--- config.mk ---
export PLATFORM = sky130hd
export DESIGN_NAME = timed_actuator_position_estimator_unit
export DESIGN_NICKNAME = d
export VERILOG_FILES = /design/src/sv/tape_pkg.sv /design/src/sv/tape_alu.sv /design/src/sv/timed_actuator_position_estimator_unit.sv
export VERILOG_INCLUDE_DIRS = /design/src /design/src/sv
export SDC_FILE = /design/constraint.sdc
export NUM_CORES = 2
export LEC_CHECK = 0
export ABC_AREA = 1
export BUFFER_PORTS_ARGS = -buffer_cell sky130_fd_sc_hd__buf_2
export CAP_MARGIN = 20
export CELL_PAD_IN_SITES_DETAIL_PLACEMENT = 1
export CELL_PAD_IN_SITES_GLOBAL_PLACEMENT = 2
export CORE_MARGIN = 2
export CORE_UTILIZATION = 39
export CTS_CLUSTER_SIZE = 40
export DETAILED_ROUTE_END_ITERATION = 16
export HOLD_SLACK_MARGIN = 0.05
export PLACE_DENSITY_LB_ADDON = 0.1
export SLEW_MARGIN = 40
export SYNTH_ARGS = -nofsm -noshare
export SYNTH_HDL_FRONTEND = slang
export SYNTH_SLANG_ARGS = --single-unit
--- constraint.sdc ---
create_clock -name clock -period 9.6 [get_ports clock]
set_input_delay 2.4 -clock clock [delete_from_list [all_inputs] [get_ports clock]]
set_output_delay 2.4 -clock clock [all_outputs]
set_load 0.05 [all_outputs]
--- src/sv/timed_actuator_position_estimator_unit_macros.svh ---
// Assertion macros shared by the estimator RTL.
`ifndef TIMED_ACTUATOR_POSITION_ESTIMATOR_UNIT_MACROS_SVH
`define TIMED_ACTUATOR_POSITION_ESTIMATOR_UNIT_MACROS_SVH

// Check an implication on every clock unless reset is high.
`define TAPE_ASSERT_IMP(label, clk, rst, cond, prop, msg) \
   label: assert property (@(posedge clk) disable iff (rst) (cond) |-> (prop)) \
      else $error(msg);

// Check an implication on the next clock unless reset is high.
`define TAPE_ASSERT_NEXT(label, clk, rst, cond, prop, msg) \
   label: assert property (@(posedge clk) disable iff (rst) (cond) |=> (prop)) \
      else $error(msg);

`endif

--- src/sv/tape_pkg.sv ---
`timescale 1ns / 1ps
package tape_pkg;

   localparam int MODULES_DEF = 4;
   localparam int MOD_W       = 4;
   localparam int POS_W       = 8;
   localparam int EST_W       = 16;
   localparam int TIME_W      = 24;
   localparam int MPU_W       = 20;
   localparam int CSR_W       = 20;
   localparam int CSR_IDX_W   = 3;
   localparam logic [TIME_W-1:0] ELAPSED_MAX = {TIME_W{1'b1}};
   localparam logic [15:0] HCOUNT_MAX = 16'hFFFF;

   typedef enum logic [1:0] {
      MODE_TICK   = 2'd0,
      MODE_TARGET = 2'd1,
      MODE_STOP   = 2'd2,
      MODE_HOME   = 2'd3
   } mode_type;

   typedef enum logic [2:0] {
      ST_IDLE   = 3'd0,
      ST_OUT    = 3'd1,
      ST_IN     = 3'd2,
      ST_HDRIVE = 3'd3,
      ST_HBRAKE = 3'd4
   } motion_type;

   typedef enum logic [2:0] {
      CSR_MAX_POS  = 3'd0,
      CSR_MIN_CHG  = 3'd1,
      CSR_MPU      = 3'd2,
      CSR_DRIVE    = 3'd3,
      CSR_HDUTY    = 3'd4,
      CSR_HTICKS   = 3'd5,
      CSR_BTICKS   = 3'd6
   } csr_idx_type;

   typedef struct packed {
      logic [1:0]       mode;
      logic [MOD_W-1:0] module_req;
      logic [POS_W-1:0] position;
   } req_type;

   typedef struct packed {
      logic [MOD_W-1:0] module_out;
      logic [2:0]       motion_state;
      logic [7:0]       forward_duty;
      logic [7:0]       reverse_duty;
      logic [POS_W-1:0] current_position;
      logic             any_moving;
      logic             homing_done;
      logic             last;
   } rsp_type;

   // Request to the shared multiply/divide unit.
   typedef struct packed {
      logic              start;
      logic              is_div;
      logic [EST_W-1:0]  a;
      logic [TIME_W-1:0] b;
   } alu_cmd_type;

   typedef struct packed {
      logic              done;
      logic [TIME_W-1:0] result;
   } alu_rsp_type;

   typedef enum logic [3:0] {
      SQ_IDLE,
      SQ_DISPATCH,
      SQ_TGT_MUL,
      SQ_TGT_WAIT,
      SQ_TGT_FIN,
      SQ_TICK_CHK,
      SQ_TICK_DIV,
      SQ_TICK_WAIT,
      SQ_TICK_FIN,
      SQ_NEXT,
      SQ_EMIT,
      SQ_EMIT_WAIT
   } seq_type;

   function automatic logic [POS_W-1:0] round_clamp(input logic [EST_W-1:0] est,
                                                    input logic [POS_W-1:0] maxp);
      logic [POS_W:0] r;
      r = (POS_W+1)'(({1'b0, est} + 17'd128) >> 8);
      round_clamp = (r > {1'b0, maxp}) ? maxp : r[POS_W-1:0];
   endfunction

endpackage

--- src/sv/tape_alu.sv ---
`timescale 1ns / 1ps
// Shared iterative unit: shift-add multiply (16 x 24 -> top bits) or
// restoring divide (40-bit dividend / 24-bit divisor), one bit per cycle.
module tape_alu (
   input  logic                  clock,
   input  logic                  reset,
   input  tape_pkg::alu_cmd_type cmd,
   output tape_pkg::alu_rsp_type rsp,
   input  logic [39:0]           dividend
);
   import tape_pkg::*;

   logic        busy_ff, busy_in;
   logic        div_ff, div_in;
   logic [5:0]  cnt_ff, cnt_in;
   logic [39:0] acc_ff, acc_in;       // product or quotient/dividend shift
   logic [24:0] rem_ff, rem_in;
   logic [23:0] opb_ff, opb_in;
   logic [15:0] opa_ff, opa_in;
   logic        done_ff, done_in;
   logic [24:0] trial;

   assign trial = {rem_ff[23:0], acc_ff[39]} - {1'b0, opb_ff};

   always_comb begin
      busy_in = busy_ff;
      div_in  = div_ff;
      cnt_in  = cnt_ff;
      acc_in  = acc_ff;
      rem_in  = rem_ff;
      opb_in  = opb_ff;
      opa_in  = opa_ff;
      done_in = 1'b0;
      if (cmd.start) begin
         busy_in = 1'b1;
         div_in  = cmd.is_div;
         opb_in  = cmd.b;
         opa_in  = cmd.a;
         rem_in  = '0;
         acc_in  = cmd.is_div ? dividend : 40'd0;
         cnt_in  = cmd.is_div ? 6'd40 : 6'd16;
      end else if (busy_ff) begin
         if (div_ff) begin
            // Shift one dividend bit in, subtract when it fits.
            if (!trial[24]) begin
               rem_in = trial;
               acc_in = {acc_ff[38:0], 1'b1};
            end else begin
               rem_in = {rem_ff[23:0], acc_ff[39]};
               acc_in = {acc_ff[38:0], 1'b0};
            end
         end else begin
            // Add the multiplicand for each multiplier bit, MSB first.
            acc_in = {acc_ff[38:0], 1'b0} + (opa_ff[15] ? {16'd0, opb_ff} : 40'd0);
            opa_in = {opa_ff[14:0], 1'b0};
         end
         cnt_in = cnt_ff - 6'd1;
         if (cnt_ff == 6'd1) begin
            busy_in = 1'b0;
            done_in = 1'b1;
         end
      end
   end

   always_ff @(posedge clock) begin
      if (reset) begin
         busy_ff <= 1'b0;
         done_ff <= 1'b0;
         cnt_ff  <= '0;
      end else begin
         busy_ff <= busy_in;
         done_ff <= done_in;
         cnt_ff  <= cnt_in;
      end
      div_ff <= div_in;
      acc_ff <= acc_in;
      rem_ff <= rem_in;
      opb_ff <= opb_in;
      opa_ff <= opa_in;
   end

   // Multiply returns bits [39:16]; divide returns the low quotient bits.
   assign rsp.done   = done_ff;
   assign rsp.result = div_ff ? acc_ff[23:0] : acc_ff[39:16];

endmodule

--- src/sv/timed_actuator_position_estimator_unit.sv ---
`timescale 1ns / 1ps
// Order: a set target is dispatched, multiplied and finished; a tick, unless
// homing, visits each module in turn and divides for each moving one short of
// its travel time; other requests go straight to their results. MODULES results
// then follow one per cycle when not stalled. One request is handled at a time,
// taken again the cycle after its last result; the bit-serial ALU sets the time.
// Reset: synchronous, active high; all modules idle at zero, registers default.
module timed_actuator_position_estimator_unit #(
   parameter int MODULES = tape_pkg::MODULES_DEF
) (
   input  logic                     clock,
   input  logic                     reset,
   input  logic                     req_valid,
   output logic                     req_stall,
   input  tape_pkg::req_type        req_data,
   output logic                     rsp_valid,
   input  logic                     rsp_stall,
   output tape_pkg::rsp_type        rsp_data,
   input  logic                     csr_we,
   input  logic [2:0]               csr_index,
   input  logic [19:0]              csr_wdata
);
   import tape_pkg::*;
   `include "timed_actuator_position_estimator_unit_macros.svh"

   localparam int MI_W = (MODULES > 1) ? $clog2(MODULES) : 1;

   // Configuration registers
   logic [7:0]  max_pos_ff, min_chg_ff, drive_ff, hduty_ff;
   logic [19:0] mpu_ff;
   logic [15:0] hticks_ff, bticks_ff;

   always_ff @(posedge clock) begin
      if (reset) begin
         max_pos_ff <= 8'd255;
         min_chg_ff <= 8'd1;
         mpu_ff     <= 20'd25600;
         drive_ff   <= 8'd200;
         hduty_ff   <= 8'd255;
         hticks_ff  <= 16'd10000;
         bticks_ff  <= 16'd200;
      end else if (csr_we) begin
         unique case (csr_idx_type'(csr_index))
            CSR_MAX_POS: max_pos_ff <= csr_wdata[7:0];
            CSR_MIN_CHG: min_chg_ff <= csr_wdata[7:0];
            CSR_MPU:     mpu_ff     <= csr_wdata;
            CSR_DRIVE:   drive_ff   <= csr_wdata[7:0];
            CSR_HDUTY:   hduty_ff   <= csr_wdata[7:0];
            CSR_HTICKS:  hticks_ff  <= csr_wdata[15:0];
            CSR_BTICKS:  bticks_ff  <= csr_wdata[15:0];
            default: ;
         endcase
      end
   end

   // Per-module state
   motion_type       mode_ff  [MODULES];
   logic [15:0]      est_ff   [MODULES];
   logic [15:0]      start_ff [MODULES];
   logic [7:0]       goal_ff  [MODULES];
   logic [23:0]      tt_ff    [MODULES];
   logic [23:0]      el_ff    [MODULES];
   logic [15:0]      hcnt_ff;
   logic             homed_ff;

   seq_type          sq_ff, sq_in;
   req_type          rq_ff;
   logic [MI_W-1:0]  idx_ff;
   logic [15:0]      dist_ff;
   logic             up_ff;
   logic [MI_W-1:0]  m_idx;

   alu_cmd_type      acmd;
   alu_rsp_type      arsp;
   logic [39:0]      dividend;

   tape_alu u_alu (
      .clock    (clock),
      .reset    (reset),
      .cmd      (acmd),
      .rsp      (arsp),
      .dividend (dividend)
   );

   logic homing;
   assign homing = (mode_ff[0] == ST_HDRIVE) || (mode_ff[0] == ST_HBRAKE);
   assign m_idx  = (sq_ff == SQ_DISPATCH) ? rq_ff.module_req[MI_W-1:0] : idx_ff;

   // Quantities for the current module
   logic [7:0]  tpos;
   logic [7:0]  gdiff;
   logic [15:0] g16_t, g16_k;
   logic [15:0] tdist, kdist;
   logic        req_ok;
   logic [23:0] eln_next;
   always_comb begin
      tpos   = (rq_ff.position > max_pos_ff) ? max_pos_ff : rq_ff.position;
      gdiff  = (tpos > goal_ff[m_idx]) ? tpos - goal_ff[m_idx] : goal_ff[m_idx] - tpos;
      g16_t  = {tpos, 8'd0};
      tdist  = (g16_t > est_ff[m_idx]) ? g16_t - est_ff[m_idx] : est_ff[m_idx] - g16_t;
      g16_k  = {goal_ff[m_idx], 8'd0};
      kdist  = (g16_k > start_ff[m_idx]) ? g16_k - start_ff[m_idx]
                                         : start_ff[m_idx] - g16_k;
      req_ok = (MODULES >= 16) ||
               (rq_ff.module_req < MOD_W'(MODULES));
   end

   assign eln_next = (el_ff[idx_ff] < ELAPSED_MAX) ? el_ff[idx_ff] + 24'd1 : el_ff[idx_ff];

   // Sequencer next state
   always_comb begin
      sq_in = sq_ff;
      unique case (sq_ff)
         SQ_IDLE:     if (req_valid) sq_in = SQ_DISPATCH;
         SQ_DISPATCH: begin
            unique case (mode_type'(rq_ff.mode))
               MODE_TICK:   sq_in = homing ? SQ_EMIT : SQ_TICK_CHK;
               MODE_TARGET: sq_in = (!homing && req_ok && gdiff >= min_chg_ff)
                                    ? SQ_TGT_MUL : SQ_EMIT;
               default:     sq_in = SQ_EMIT;
            endcase
         end
         SQ_TGT_MUL:   sq_in = SQ_TGT_WAIT;
         SQ_TGT_WAIT:  if (arsp.done) sq_in = SQ_TGT_FIN;
         SQ_TGT_FIN:   sq_in = SQ_EMIT;
         SQ_TICK_CHK: begin
            if ((mode_ff[idx_ff] == ST_OUT || mode_ff[idx_ff] == ST_IN) &&
                tt_ff[idx_ff] != 24'd0 && eln_next < tt_ff[idx_ff])
               sq_in = SQ_TICK_DIV;
            else
               sq_in = SQ_NEXT;
         end
         SQ_TICK_DIV:  sq_in = SQ_TICK_WAIT;
         SQ_TICK_WAIT: if (arsp.done) sq_in = SQ_TICK_FIN;
         SQ_TICK_FIN:  sq_in = SQ_NEXT;
         SQ_NEXT:      sq_in = (idx_ff == MI_W'(MODULES - 1)) ? SQ_EMIT : SQ_TICK_CHK;
         SQ_EMIT:      sq_in = SQ_EMIT_WAIT;
         SQ_EMIT_WAIT: if (!rsp_stall && idx_ff == MI_W'(MODULES - 1)) sq_in = SQ_IDLE;
         default:      sq_in = SQ_IDLE;
      endcase
   end

   // Dividend is |delta| * elapsed; formed by a 16x24 product registered first.
   logic [39:0] prod_ff;
   always_ff @(posedge clock) prod_ff <= 40'(kdist) * 40'(eln_next);
   assign dividend = prod_ff;

   // ALU command
   always_comb begin
      acmd = '0;
      if (sq_ff == SQ_TGT_MUL) begin
         acmd.start  = 1'b1;
         acmd.is_div = 1'b0;
         acmd.a      = dist_ff;
         acmd.b      = {4'd0, mpu_ff};
      end else if (sq_ff == SQ_TICK_DIV) begin
         acmd.start  = 1'b1;
         acmd.is_div = 1'b1;
         acmd.b      = tt_ff[idx_ff];
      end
   end

   // Output staging
   logic any;
   always_comb begin
      any = 1'b0;
      for (int i = 0; i < MODULES; i++) if (mode_ff[i] != ST_IDLE) any = 1'b1;
   end

   always_comb begin
      rsp_data = '0;
      rsp_data.module_out       = MOD_W'(idx_ff);
      rsp_data.motion_state     = mode_ff[idx_ff];
      unique case (mode_ff[idx_ff])
         ST_OUT:    rsp_data.forward_duty = drive_ff;
         ST_IN:     rsp_data.reverse_duty = drive_ff;
         ST_HDRIVE: rsp_data.reverse_duty = hduty_ff;
         ST_HBRAKE: begin
            rsp_data.forward_duty = 8'd255;
            rsp_data.reverse_duty = 8'd255;
         end
         default: ;
      endcase
      rsp_data.current_position = round_clamp(est_ff[idx_ff], max_pos_ff);
      rsp_data.any_moving       = any;
      rsp_data.homing_done      = homed_ff;
      rsp_data.last             = (idx_ff == MI_W'(MODULES - 1));
   end

   assign rsp_valid = (sq_ff == SQ_EMIT_WAIT);
   assign req_stall = (sq_ff != SQ_IDLE);

   // State update
   always_ff @(posedge clock) begin
      if (reset) begin
         sq_ff    <= SQ_IDLE;
         idx_ff   <= '0;
         hcnt_ff  <= '0;
         homed_ff <= 1'b0;
         for (int i = 0; i < MODULES; i++) begin
            mode_ff[i]  <= ST_IDLE;
            est_ff[i]   <= '0;
            start_ff[i] <= '0;
            goal_ff[i]  <= '0;
            tt_ff[i]    <= '0;
            el_ff[i]    <= '0;
         end
      end else begin
         sq_ff <= sq_in;
         unique case (sq_ff)
            SQ_IDLE: begin
               rq_ff  <= req_data;
               idx_ff <= '0;
            end
            SQ_DISPATCH: begin
               unique case (mode_type'(rq_ff.mode))
                  MODE_TICK: begin
                     if (homing) begin
                        // Advance the homing phase counter; at its limit, brake or finish homing.
                        if ((hcnt_ff < HCOUNT_MAX ? hcnt_ff + 16'd1 : hcnt_ff) >=
                            ((mode_ff[0] == ST_HDRIVE) ? hticks_ff : bticks_ff)) begin
                           hcnt_ff <= '0;
                           for (int i = 0; i < MODULES; i++) begin
                              if (mode_ff[0] == ST_HDRIVE) mode_ff[i] <= ST_HBRAKE;
                              else begin
                                 mode_ff[i]  <= ST_IDLE;
                                 est_ff[i]   <= '0;
                                 start_ff[i] <= '0;
                                 goal_ff[i]  <= '0;
                                 tt_ff[i]    <= '0;
                                 el_ff[i]    <= '0;
                              end
                           end
                           if (mode_ff[0] == ST_HBRAKE) homed_ff <= 1'b1;
                        end else if (hcnt_ff < HCOUNT_MAX) begin
                           hcnt_ff <= hcnt_ff + 16'd1;
                        end
                     end
                  end
                  MODE_TARGET: begin
                     idx_ff  <= m_idx;
                     dist_ff <= tdist;
                     up_ff   <= g16_t > est_ff[m_idx];
                     if (sq_in == SQ_TGT_MUL) begin
                        goal_ff[m_idx]  <= tpos;
                        start_ff[m_idx] <= est_ff[m_idx];
                        el_ff[m_idx]    <= '0;
                     end
                  end
                  MODE_STOP: begin
                     if (!homing) begin
                        for (int i = 0; i < MODULES; i++) begin
                           goal_ff[i] <= round_clamp(est_ff[i], max_pos_ff);
                           mode_ff[i] <= ST_IDLE;
                        end
                     end
                  end
                  MODE_HOME: begin
                     homed_ff <= 1'b0;
                     hcnt_ff  <= '0;
                     for (int i = 0; i < MODULES; i++) mode_ff[i] <= ST_HDRIVE;
                  end
                  default: ;
               endcase
            end
            SQ_TGT_FIN: begin
               tt_ff[idx_ff] <= arsp.result;
               if (arsp.result == 24'd0 || dist_ff < 16'd128) begin
                  est_ff[idx_ff]  <= {goal_ff[idx_ff], 8'd0};
                  mode_ff[idx_ff] <= ST_IDLE;
               end else begin
                  mode_ff[idx_ff] <= up_ff ? ST_OUT : ST_IN;
               end
            end
            SQ_TICK_CHK: begin
               up_ff  <= g16_k > start_ff[idx_ff];
               if (mode_ff[idx_ff] == ST_OUT || mode_ff[idx_ff] == ST_IN) begin
                  if (tt_ff[idx_ff] == 24'd0) begin
                     est_ff[idx_ff]  <= g16_k;
                     mode_ff[idx_ff] <= ST_IDLE;
                  end else begin
                     el_ff[idx_ff] <= eln_next;
                     if (eln_next >= tt_ff[idx_ff]) begin
                        est_ff[idx_ff]  <= g16_k;
                        mode_ff[idx_ff] <= ST_IDLE;
                     end
                  end
               end
            end
            SQ_TICK_FIN: begin
               est_ff[idx_ff] <= up_ff ? start_ff[idx_ff] + arsp.result[15:0]
                                       : start_ff[idx_ff] - arsp.result[15:0];
            end
            SQ_NEXT: if (sq_in == SQ_TICK_CHK) idx_ff <= idx_ff + MI_W'(1);
            SQ_EMIT: idx_ff <= '0;
            SQ_EMIT_WAIT: if (!rsp_stall && sq_in != SQ_IDLE) idx_ff <= idx_ff + MI_W'(1);
            default: ;
         endcase
      end
   end

   logic rsp_last_fire;
   assign rsp_last_fire = rsp_valid && !rsp_stall && rsp_data.last;

   `TAPE_ASSERT_IMP(a_rsp_idle, clock, reset, rsp_valid, req_stall, "result while idle")
   `TAPE_ASSERT_NEXT(a_last_done, clock, reset, rsp_last_fire, !rsp_valid, "result after last")
   `TAPE_ASSERT_IMP(a_home_sync, clock, reset, mode_ff[0] == ST_HDRIVE, homing, "homing flag mismatch")

endmodule
## After elaboration in Yosys (flattened, before gate mapping)

Memories as Yosys holds them, arrays and structs flattened. A register that Yosys moved wholly into a read port is not among the register bits.
Index checks and enable logic that the tools add are counted.

| storage, ports and cells | value |
|---|---|
| register bits after elaboration | 291 |
| bits in writable memories | 364 |
| output and inout bits | 36 |
| logic and storage cells | 414 |
| memories kept | 6 |

Memory list:

| memory | words | bits a word | read ports | clocked after Yosys merged registers in | wr ports | RTL line | RTL |
|---|---|---|---|---|---|---|---|
| el_ff | 4 | 24 | 1 | 1 | 4 | timed_actuator_position_estimator_unit.sv:62 | `logic [23:0] el_ff [MODULES];` |
| tt_ff | 4 | 24 | 1 | 1 | 4 | timed_actuator_position_estimator_unit.sv:61 | `logic [23:0] tt_ff [MODULES];` |
| est_ff | 4 | 16 | 6 | 1 | 4 | timed_actuator_position_estimator_unit.sv:58 | `logic [15:0] est_ff [MODULES];` |
| start_ff | 4 | 16 | 2 | 1 | 4 | timed_actuator_position_estimator_unit.sv:59 | `logic [15:0] start_ff [MODULES];` |
| goal_ff | 4 | 8 | 2 | 1 | 4 | timed_actuator_position_estimator_unit.sv:60 | `logic [7:0] goal_ff [MODULES];` |
| mode_ff | 4 | 3 | 5 | 1 | 4 | timed_actuator_position_estimator_unit.sv:57 | `motion_type mode_ff [MODULES];` |

| cells by class | value |
|---|---|
| add/sub/neg operators | 19 |
| multiply operators | 1 |
| order comparisons | 18 |
| eq/ne operators | 37 |
| mux-type cells | 206 |
| bitwise gates (word level) | 49 |
| reduce and logical (&&, ||, !) cells | 52 |

Operator list:

| cell | count |
|---|---|
| $mux W16 | 24 |
| $mux W24 | 15 |
| $mux W40 | 4 |
| $mux W8 | 16 |
| $add A16 B8 Y17 const B | 5 |
| $mux W1 | 80 |
| $sub A16 B16 Y16 | 5 |
| $reduce_or A24 Y1 | 3 |
| $mux W3 | 20 |
| $mux W2 | 26 |
| $gt A16 B16 Y1 | 3 |
| $logic_not A24 Y1 | 2 |
| $pmux W4 S12 | 1 |
| $or A1 B1 Y1 | 46 |
| $gt A9 B8 Y1 | 5 |
| $add A40 B24 Y40 | 1 |
| $mul A16 B24 Y40 | 1 |
| $mux W20 | 2 |
| $mux W4 | 8 |
| $pmux W16 S2 | 1 |
| $reduce_or A16 Y1 | 2 |
| $sub A25 B24 Y25 | 1 |
| $add A24 B1 Y24 const B | 1 |
| $ge A24 B24 Y1 | 1 |
| 49 further kinds | 109 |

## Longest topological paths before layout

An unclocked memory read counts as a cell.

| depth | value |
|---|---|
| depth after elaboration | 19 |
| depth in mapped cells | 53 |

## Modules after synthesis

Synthesis repeated with hierarchy kept, for this count alone.

| second synthesis, totals | value |
|---|---|
| cells, all modules | 7,099 |
| area, all modules | 54,547.3 µm² |

Modules (own cells, without submodules):

| module | times used | cells an instance | area each (µm²) |
|---|---|---|---|
| timed_actuator_position_estimator_unit | 1 | 5,639 | 45,036.9 |
| tape_alu | 1 | 1,460 | 9,510.4 |

## Worst setup path before layout

No wires, ideal clock.

| timing | value |
|---|---|
| kind | flip-flop to flip-flop |
| start point | register sq_ff[0] |
| end point | register prod_ff[30], in the netlist dividend[30] |
| library setup time | 0.117 ns |
| arrival time | 8.496 ns |
| required time | 9.483 ns |
| path slack | 0.988 ns |
| cell stages (with the launch flop) | 51 |
| path buffers | 7 |
| path through | dfxtp_1 -> buf_4 -> inv_2 -> nor2_1 -> nand2_1 -> buf_6 -> nand2_1 -> nand2_1 -> buf_4 -> nand2_4 -> inv_2 -> clkbuf_1 -> clkbuf_1 -> a22oi_1 -> o221ai_1 -> inv_1 -> ha_1 -> a21oi_1 -> (+15 left out) -> fa_1 -> inv_1 -> fa_1 -> inv_1 -> ha_1 -> nand2_1 -> nor2_1 -> o21ai_0 -> o211ai_1 -> nor2_1 -> o21ai_0 -> a21boi_0 -> o21ai_0 -> nand2_1 -> inv_1 -> nor2_1 -> nand2_1 -> nand2_1 |

| on the way | value |
|---|---|
| word-level cells in the longest chain between the ends | 6 |

Ends and longest elaborated chain:

| item | RTL line | RTL |
|---|---|---|
| start, declared | timed_actuator_position_estimator_unit.sv:66 | `seq_type sq_ff, sq_in;` |
| start signal, assigned | timed_actuator_position_estimator_unit.sv:209 | `sq_ff <= sq_in;` |
| $eq A4 B1 Y1 * | timed_actuator_position_estimator_unit.sv:87 | `assign m_idx = (sq_ff == SQ_DISPATCH) ? rq_ff.module_req[MI_W-1:0] : idx_ff;` |
| $mux W2 * | timed_actuator_position_estimator_unit.sv:87 |  |
| $mem_v2 Z4 W16 or $mem_v2 Z4 W8 (tied branches) | -- |  |
| $sub A16 B16 Y16, or another cell as far along | timed_actuator_position_estimator_unit.sv:103 | `: start_ff[m_idx] - g16_k;` |
| $mux W16 * | timed_actuator_position_estimator_unit.sv:102 | `kdist = (g16_k > start_ff[m_idx]) ? g16_k - start_ff[m_idx]` |
| $mul A16 B24 Y40 * | timed_actuator_position_estimator_unit.sv:145 | `always_ff @(posedge clock) prod_ff <= 40'(kdist) * 40'(eln_next);` |
| end signal, assigned | timed_actuator_position_estimator_unit.sv:145 |  |
| end, declared | timed_actuator_position_estimator_unit.sv:144 | `logic [39:0] prod_ff;` |

Mark *: on every way between the ends. The rest lies on a longest branch, timed or not.
A chain may end at the register's enable or synchronous reset.

## Worst setup path after layout

| timing | value |
|---|---|
| start point | register sq_ff[0] |
| end point | register prod_ff[29], in the netlist dividend[29] |

The elaborated chain is that of the path after synthesis.

==> key figures <==
Outcome
  – Status: finished clean

Critical path
  – Reg2reg start: sq_ff[0]
  – Crit. End Element: flop
  – R2R setup slack: 0.61 ns
  – CP Max Fanout: 18
  – Crit path kind: flop to flop
  – Worst Reg-to-Reg Cells: 42
  – CP top delay family: adder cells
  – Worst path required time: 10.24 ns
  – CP arrival: 9.63 ns
  – Critical path's slowest cell: fa_1
  – CP Launch Type: flop
  – Max stage delay on crit path: 0.54 ns
  – FF-to-FF End: dividend[29]
  – Worst path bufs/invs: 10

Placement
  – Placed Area: between 50,000 and 60,000 sq um
  – Port buffer count: 75
  – Final Wtd Congestion: between 0.9 and 1
  – Hpwl dp: 152,000 um
  – Pre-CTS WS: -0.0151 ns
  – Placed cells: around 8,500

Synth
  – Largest family of logic cells by synthesized area: simple AND/OR/NAND/NOR gates
  – Compound-Gate Fraction of Synth Area: 10.8%
  – Synth Register Bits: 657
  – Cell variety after synth: 67
  – Syn avg cell area: roughly 7.9 sq um
  – Cell count after synthesis: 6,730
  – Synth Area in Simple Gates: a little under a quarter
  – Synth Warn #: 0
  – Adder-cell area share of the yosys netlist: ~20%
  – Number of enable flip-flop cells after synthesis: 472
  – Post-synthesis xor/xnor area fraction: 2.85%
  – Post-synthesis async set-or-reset flop share: 0%
  – Mapped cell area: around 53,000 sq um
  – Multiplexer area fraction after synthesis: 0.284%
  – Seq/Total Area, Yosys: 33.8%
  – Synth Flop Type: edfxtp_1

Layout
  – Layout cells sized above 1: 7.28%
  – Register area: about 18,000 sq um
  – # diodes: 0
  – Most frequent cells in the layout: nand2_1 (1,504), inv_1 (979), nor2_1 (903)
  – Area Overhead vs Synth: 10.6%
  – # fillers: 16,400
  – Multi-input gate area in the final layout: 30,200 sq um
  – Finished Cell Area: 58,500 sq um
  – Nets: 7,486
  – Final Non-Filler Cells: 8,652
  – Most common cell after layout, fill and taps aside: nand2_1

Drt
  – Vias: 46,400
  – Drt first-iter violations: 3,305
  – Total Wirelength: 195,000 um
  – Antenna-violating nets left: 0
  – DRC viols: 0
  – Avg WL per Cell: 22.6 um
  – Drt first pass iters: 5
  – Vias/cell: 5.36

Clocking
  – Worst-path clk slew: 0.06 ns
  – CTS Hold Bufs: 0
  – CTS H-tree lvls: 3
  – Clk root buf: clkbuf_16
  – TritonCTS clock tree: built
  – Clock tree buffer depth: 3
  – Worst-skew pair later-pin latency: 0.73 ns
  – TritonCTS Buffers: 82
  – CTS sink count: 657

Floorplan
  – FP Rows: 135
  – I/O pin cnt: 78
  – Initial Utilization: 39.2%
  – Die Height: 372 um
  – Core box area: 135,000 sq um
  – Die X: 372 um
  – Full die area: 139,000 sq um

Timing
  – Final worst slack: between 0.6 and 0.7 ns
  – Final hold vios: 0
  – Least-Margin Pin Slew: 0.996 ns
  – Final min period: 8.99 ns
  – Final Max Tran Viols: 0
  – Max Clk Rate: 111 MHz
  – RSZ-0062 raised after global routing: yes
  – Relative slew margins: between 30% and 40%
  – Final setup violation count: 0
  – Final setup skew: 0.0761 ns
  – Crit share post-route: a little over nine tenths

Global route
  – GR Util All Layers: 28.2%
  – First-pass GRT wire length: a little under 300,000 um
  – Vias in the first global route: 48,300
  – Antenna violations before repair: 1
  – Largest net degree at the start of global routing: 128
  – GRT overflow: 0

Min path
  – Hold wc startpoint: hticks_ff[13]
  – HP Class: flop to flop
  – Min-Delay Endpoint: hticks_ff[13]
  – Hold path depth: 2

Job
  – Max Cap Viol: 0
[logic make-up (layout without fill, tap and decap cells)]
group | count (synthesis) | after routing
and+or+nand+nor | 2998 | 2998
other | 1 | 2
buffers and inverters | 1260 | 1400
adders and majority gates | 642 | 642
xor gates and xnor gates | 172 | 172
DFF | 657 | 657
muxes | 15 | 15
AOI/OAI and AO/OA | 985 | 985
[worst min-delay path: stages (launching register included)]
cell,delay (ns)
dfxtp_1,0.32
nand2_1,0.06
nand3_1,0.05
[worst max-delay path by stage]
stage	start	end	slack, ns	cells past startpoint
final	sq_ff[0]	dividend[29]	0.61	42
after global routing	sq_ff[0]	dividend[30]	-0.004	44
after CTS	sq_ff[0]	dividend[38]	0.01	40
after detailed placement	sq_ff[0]	dividend[30]	-0.02	44
after global placement	sq_ff[0]	dividend[38]	0.19	40
after floorplan	sq_ff[0]	dividend[30]	0.99	50
[state kept, by name, indices dropped and copies added, names as in the netlist, 12 cells and up, named ones only]
signal	count
mpu_ff	20
rq_ff	14
u_alu.opa_ff	16
dist_ff	16
bticks_ff	16
hticks_ff	16
el_ff	96
goal_ff	32
start_ff	64
u_alu.opb_ff	24
dividend	40
hcnt_ff	16
mode_ff	12
u_alu.acc_ff	40
est_ff	64
u_alu.rem_ff	24
tt_ff	96
[synth_stat cells (all sizes together) (21+ instances only)]
master	instances	share of area (%)
edfxtp	472	27
nand2	1548	11
fa	313	12
nand4	49	0.58
o211ai	40	0.57
nand3	352	3.4
xor2	129	2.1
a21oi	366	3.5
ha	329	7.8
or2	28	0.33
a22oi	36	0.51
clkbuf	142	1.0
inv	1002	7.1
nor2	926	6.7
a32o	21	0.40
nor3	53	0.52
dfxtp	185	7.0
buf	104	1.2
xnor2	43	0.71
o21ai	362	3.5
a32oi	27	0.45
[final cells by class]
cell class                 count  area share (%)
clock buffer                 113            3.78
clock inverter                40           0.913
inverter                    1014            6.54
sequential                   657            30.6
multi-input combinational   4814            51.6
tap                         1781            3.81
timing repair buffer         233            2.77
[timing repair]
action,4_1_cts,5_1_grt
buffers inserted,0,1
setup endpoints to repair,2,21
endpoints found under the hold margin,0,0
resized for setup,1,26
pin swaps,0,1
[metal layers]
| layer | wire (um) | track usage [%] | up-vias |
|---|---|---|---|
| met1 | 90000 | 38.7 | 23200 |
| met4 | 4770 | 7.40 | 2 |
| met5 | 13 | 0 | - |
| met3 | 10400 | 4.21 | 227 |
| met2 | 89900 | 46.2 | 1037 |
| li1 | - | - | 21900 |
[stage by stage]
step | hold WS, ns | TNS [ns] | utilization, %
floorplan | 0.428 | 0 | -
global placement | 0.438 | 0 | 41.2
detailed placement | 0.447 | -0.0151 | 41.2
CTS | 0.462 | 0 | 43.3
global route | 0.479 | -0.00375 | 43.3
finish | 0.459 | 0 | 43.3
Power is left out: the tool's default activity adds up to more than one toggle a clock period on the data nets, which glitch-free logic cannot reach.
